===== config.mk =====
export PLATFORM = sky130hd
export DESIGN_NAME = sba_ffs
export DESIGN_NICKNAME = d
export VERILOG_FILES = /design/src/rtl/assert_macros.svh /design/src/rtl/sba_ffs.sv
export SDC_FILE = /design/constraint.sdc
export NUM_CORES = 1
export LEC_CHECK = 0
export BUFFER_PORTS_ARGS = -buffer_cell sky130_fd_sc_hd__buf_2
export CORE_UTILIZATION = 40
export DETAILED_ROUTE_END_ITERATION = 10
export GPL_TIMING_DRIVEN = 0
export PLACE_DENSITY = 0.8
export SYNTH_ARGS = -nofsm -noshare
export SYNTH_HDL_FRONTEND = slang
export SYNTH_SLANG_ARGS = --single-unit

===== constraint.sdc =====
create_clock -name clk -period 3.3 [get_ports clk]
set_input_delay 0.33 -clock clk [delete_from_list [all_inputs] [get_ports clk]]
set_output_delay 0.33 -clock clk [all_outputs]
set_load 0.02 [all_outputs]

===== src/rtl/assert_macros.svh =====
// Assertion helpers for the allocator top level
`ifndef ASSERT_MACROS_SVH
`define ASSERT_MACROS_SVH

// Check that a condition implies a consequence on the same edge
`define ASSERT_IMPL(label, clk, rst, ante, cons) \
  label: assert property (@(posedge clk) disable iff (rst) (ante) |-> (cons)) \
    else $error("assertion failed");

// Check that a condition implies a consequence on the next edge
`define ASSERT_NEXT(label, clk, rst, ante, cons) \
  label: assert property (@(posedge clk) disable iff (rst) (ante) |=> (cons)) \
    else $error("assertion failed");

`endif


===== src/rtl/sba_ffs.sv =====
// ----------------------------------------------------------------------------
// Slab bitmap allocator find-first-set
// Registered search for the lowest set bit of a 256-bit map, in two levels.
// ----------------------------------------------------------------------------
module sba_ffs (
  input  logic         clk,
  input  logic [255:0] map,
  output logic         found,
  output logic [7:0]   index
);

  logic [15:0] grp_any;
  logic [15:0][3:0] grp_low;
  logic [15:0] grp_any_q;
  logic [15:0][3:0] grp_low_q;

  always_comb begin
    for (int g = 0; g < 16; g++) begin
      grp_any[g] = |map[g*16 +: 16];
      grp_low[g] = 4'd0;
      for (int b = 15; b >= 0; b--) begin
        if (map[g*16 + b]) grp_low[g] = 4'(b);
      end
    end
  end

  always_ff @(posedge clk) begin
    grp_any_q <= grp_any;
    grp_low_q <= grp_low;
  end

  always_comb begin
    found = |grp_any_q;
    index = 8'd0;
    for (int g = 15; g >= 0; g--) begin
      if (grp_any_q[g]) index = {4'(g), grp_low_q[g]};
    end
  end

endmodule


### Word level (Yosys, flattened, before mapping)

Index checks and enable logic that the tools add are counted.

* $add $sub $neg: 0
* equal/unequal tests: 0
* bitwise operators: 0
* divide/modulo/power cells: 0
* multiplexer cells: 256
* reduce and logical (&&, ||, !) cells: 65
* multiply operators: 0
* shifts and indexed selects: 0
* $lt $le $gt $ge: 0

Operator list (count)
* $mux W4: 128
* $reduce_or A16 Y1: 17
* $mux W3: 64
* $mux W8: 16
* $reduce_or A8 Y1: 16
* $mux W2: 32
* $reduce_or A4 Y1: 16
* $reduce_or A2 Y1: 16
* $mux W1: 16

* RAM bits: 0
* output and inout bits: 9
* bits in read-only memories: 0
* memories kept: 0
* input bits: 257
* bits in latches: 0
* register bits after elaboration: 80

### Longest topological paths before layout

* depth after elaboration: 16
* gate-level depth with buffers: 6
* mapped depth without buffers: 5

### Worst setup path after synthesis

Ideal clock, no wire load.

* path type: flip-flop to output port
* start point: register grp_any_q[10]
* end point: output port index[3]
* cell stages (with the launch flop): 7
* data required time: 2970 ps
* arrival time: 1484 ps
* setup slack: 1486 ps
* path through: dfxtp_1 clkbuf_2 nor2_1 o221ai_1 o21ai_1 a311oi_1 nor3_1

* word-level cells in the longest chain between the ends: 11

RTL lines
* start, declared: line sba_ffs.sv:14 `logic [15:0] grp_any_q;`
* start signal, assigned: line sba_ffs.sv:28 `grp_any_q <= grp_any;`
* $mux W8 (11 in series): line sba_ffs.sv:36 `if (grp_any_q[g]) index = {4'(g), grp_low_q[g]};`
* end, declared: line sba_ffs.sv:9 `output logic [7:0] index`

No other way between the ends.

### Worst setup path after layout

* start point: register grp_any_q[4]
* end point: output port index[0]

* word-level cells in the longest chain between the ends: 5

RTL lines (line)
* $mux W8 (5 in series): sba_ffs.sv:36

No other way between the ends.

==> results.rst <==
.. list-table::
   :header-rows: 1

   * - Metric
     - Value
   * - Run status
     - complete, but fails checks
   * - Violated checks
     - design-rule violations
   * - Synth async-reset ratio
     - 0%
   * - Final Wtd Congestion
     - 0.822
   * - Leading cell type by number of instances after synthesis
     - sky130_fd_sc_hd__nor2_1
   * - Number of nets in the synthesized netlist
     - 945
   * - TritonCTS clock tree
     - yes
   * - Count of final setup violators
     - 0
   * - Floorplan die width
     - 112 um
   * - Post-synthesis cell type count
     - 44
   * - Overflow left after global routing
     - 0
   * - Half-perimeter wire length after placement
     - 12,000 um
   * - I/O Pins
     - 266
   * - Max H-tree Level
     - 3
   * - Final nets
     - 1,221
   * - Number of cells upsized or downsized after cts
     - 0
   * - Critical path data required time
     - 2970 ps
   * - Clock edge transition at the registers on the reported setup and hold paths
     - 60 ps
   * - Share of post-route cells with drive strength above 1
     - 29.8%
   * - Hold Vio Cnt, Final
     - 0
   * - Sort of element at the end of the critical path
     - primary output
   * - Max FO, Critical Path
     - 8
   * - Total DRC errors in the routed layout
     - 1
   * - Family with the most delay on the worst path
     - compound AO/OA/AOI/OAI gates
   * - Cell type of the slowest stage on the worst timing path
     - sky130_fd_sc_hd__dfxtp_1
   * - Die ar.
     - 0.0127 sq mm
   * - Worst min path class
     - input port to flip-flop
   * - Standby leakage power
     - 0.00299 uW
   * - Bufs and invs on worst path
     - 2
   * - Post-synth top area share
     - 32.8%
   * - Number of buffers created by CTS
     - 9
   * - Utilization of the core after routing
     - 57.6%
   * - Initial antenna violation count
     - 0
   * - Relative slew slack
     - 58.5%
   * - Vias after detailed routing
     - 5,809
   * - Post-CTS Hold Buffers
     - 0
   * - Starting density of the core
     - 41.9%
   * - Die extent in y
     - 112 um
   * - Routed wirelength normalized by instance count
     - 12.6 um
   * - Post-synth top area cell
     - sky130_fd_sc_hd__dfxtp_1
   * - Total iterations of the first detailed-routing run
     - 7
   * - Count of buffers from port buffering
     - 265
   * - Cells after synthesis
     - 688
   * - Syn Std Cell Area
     - 0.00488 sq mm
   * - Floorplan row count
     - 39
   * - Sequential cell area fraction in the yosys report
     - 32.8%
   * - Worst supply voltage drop on vdd
     - 0.000271 V
   * - Pin count of the biggest net entering global routing
     - 14
   * - Top cells by instance count after synthesis
     - sky130_fd_sc_hd__nor2_1, sky130_fd_sc_hd__dfxtp_1, sky130_fd_sc_hd__inv_1, sky130_fd_sc_hd__nand2_1, sky130_fd_sc_hd__a21oi_1
   * - Worst setup slack after layout
     - 843 ps
   * - Period minus WS final
     - 2460 ps
   * - CP arrival
     - 2130 ps
   * - Sinks on the clock net
     - 80
   * - Area Growth Syn to Fin
     - 37.6%
   * - Worst setup path class
     - flip-flop to primary output
   * - Yosys warnings
     - 0
   * - Library cell used as clock root buffer
     - sky130_fd_sc_hd__clkbuf_16
   * - Wire length reported by the detailed router
     - 14,000 um
   * - Top cells by area, synth
     - sky130_fd_sc_hd__dfxtp_1, sky130_fd_sc_hd__nor2_1, sky130_fd_sc_hd__a21oi_1
   * - Critical Path, Cell by Cell
     - or2_1 -> buf_6 -> a221oi_2 -> o211ai_1 -> a31oi_1 -> o21ai_1 -> buf_2
   * - Diodes inserted
     - 0
   * - Routed via count divided by cell count
     - 5.22
   * - Number of max-capacitance violations reported
     - 0
   * - Setup bufs post-CTS
     - 0
   * - Setup repair after global routing missed its margin
     - no
   * - Post-detailed-route count of antenna-violating nets
     - 0
   * - Global Route Usage Sum
     - 21.3%
   * - Drt first-iter violations
     - 279
   * - Final clock period utilization by the worst path
     - 74.5%
   * - Core outline area
     - 0.0117 sq mm
   * - Most used flip-flop cell after synthesis
     - sky130_fd_sc_hd__dfxtp_1
   * - Max Buffers Root-to-Sink
     - 2
   * - Worst slack after detailed placement
     - 1210 ps
   * - Slowest cell delay on critical path
     - 370 ps
   * - Via count of the first global-routing pass
     - 5,291
   * - Wire length of the first global-routing pass
     - 22,200 um
   * - Transition at the pin with the smallest max-transition slack
     - 617 ps
   * - Final max-slew violation count
     - 0
   * - Kind of start point of the critical path
     - flip-flop
   * - Post-Synthesis Mean Instance Area
     - 7.10 sq um
   * - FF+latch count, synth
     - 80
   * - Number of enable-type register cells in the synthesized netlist
     - 0
   * - Pwr dens
     - 371 mW/mm^2
   * - Setup Total Neg Slack
     - 0 ps
   * - Peak clock frequency supported by timing
     - 407 MHz
==> logic make-up after synthesis <==
kind of cell,Yosys count,share of synthesized area [%]
simple gates,326,30.3
compound gates,218,31.8
flops,80,32.8
buf+inv,64,5.12
==> placed cells by master (no fill, tap or decap), types with 5 or more instances in the layout <==
| master | netlist | routed |
|---|---|---|
| sky130_fd_sc_hd__nand3_1 | 33 | 33 |
| sky130_fd_sc_hd__nor4_1 | 34 | 34 |
| sky130_fd_sc_hd__nor2_1 | 136 | 136 |
| sky130_fd_sc_hd__o31a_1 | 32 | 32 |
| sky130_fd_sc_hd__nand2_1 | 57 | 57 |
| sky130_fd_sc_hd__dfxtp_1 | 80 | 80 |
| sky130_fd_sc_hd__a21oi_1 | 56 | 56 |
| sky130_fd_sc_hd__a221oi_1 | 9 | 9 |
| sky130_fd_sc_hd__o21ai_0 | 7 | 7 |
| sky130_fd_sc_hd__a211oi_1 | 33 | 33 |
| sky130_fd_sc_hd__nor2b_1 | 5 | 5 |
| sky130_fd_sc_hd__o21bai_1 | 16 | 16 |
| sky130_fd_sc_hd__inv_1 | 59 | 59 |
| sky130_fd_sc_hd__a21boi_0 | 16 | 16 |
| sky130_fd_sc_hd__buf_2 | 1 | 266 |
| sky130_fd_sc_hd__nor3_1 | 34 | 34 |
| sky130_fd_sc_hd__clkbuf_16 | 0 | 9 |
| sky130_fd_sc_hd__o31ai_1 | 16 | 16 |
| sky130_fd_sc_hd__nand2b_1 | 19 | 19 |
==> cell type report <==
cell class | instances | area, sq um
clock inverters | 5 | 78.8
repair buffers | 265 | 1330
multi-input cells | 544 | 3030
fillers | 1103 | 4940
plain buffers | 5 | 28.8
well taps | 143 | 179
flip-flops and latches | 80 | 1600
inverters | 59 | 221
clock buffers | 11 | 253
==> state kept, by name (all words and copies together) (netlist names) <==
register,flops
grp_low_q,64
grp_any_q,16
==> power by group <==
group	leakage [uW]	switching (uW)	total, uW	internal [uW]
Sequential	0.000655	10.7	1010	998
Clock	0.000165	371	1070	702
Combinational	0.00217	209	412	203
==> final timing paths <==
kind | cells past startpoint | start | slack [ps] | endpoint
worst max-delay path | 7 | grp_any_q[4] | 840 | index[0]
worst min-delay path | 2 | map[240] | 190 | grp_low_q[61]
==> metrics by stage <==
| step | hold WS (ps) | cell area [sq um] | total power, uW | cells |
|---|---|---|---|---|
| global route | 190 | 6720 | 2610 | 1112 |
| finish | 188 | 6720 | 2490 | 1112 |
| floorplan | 406 | 4880 | 1190 | 688 |
| detailed placement | 526 | 6390 | 1440 | 1096 |
| global placement | 525 | 6390 | 1430 | 1096 |
| CTS | 180 | 6720 | 2510 | 1112 |
==> layer usage <==
metal	routed length, um	global-route usage (%)
met4	322	7.29
met5	0	0
met2	6710	39.1
met3	736	3.89
met1	6190	24.9
Note: power is estimated with default switching activity, not from simulation.
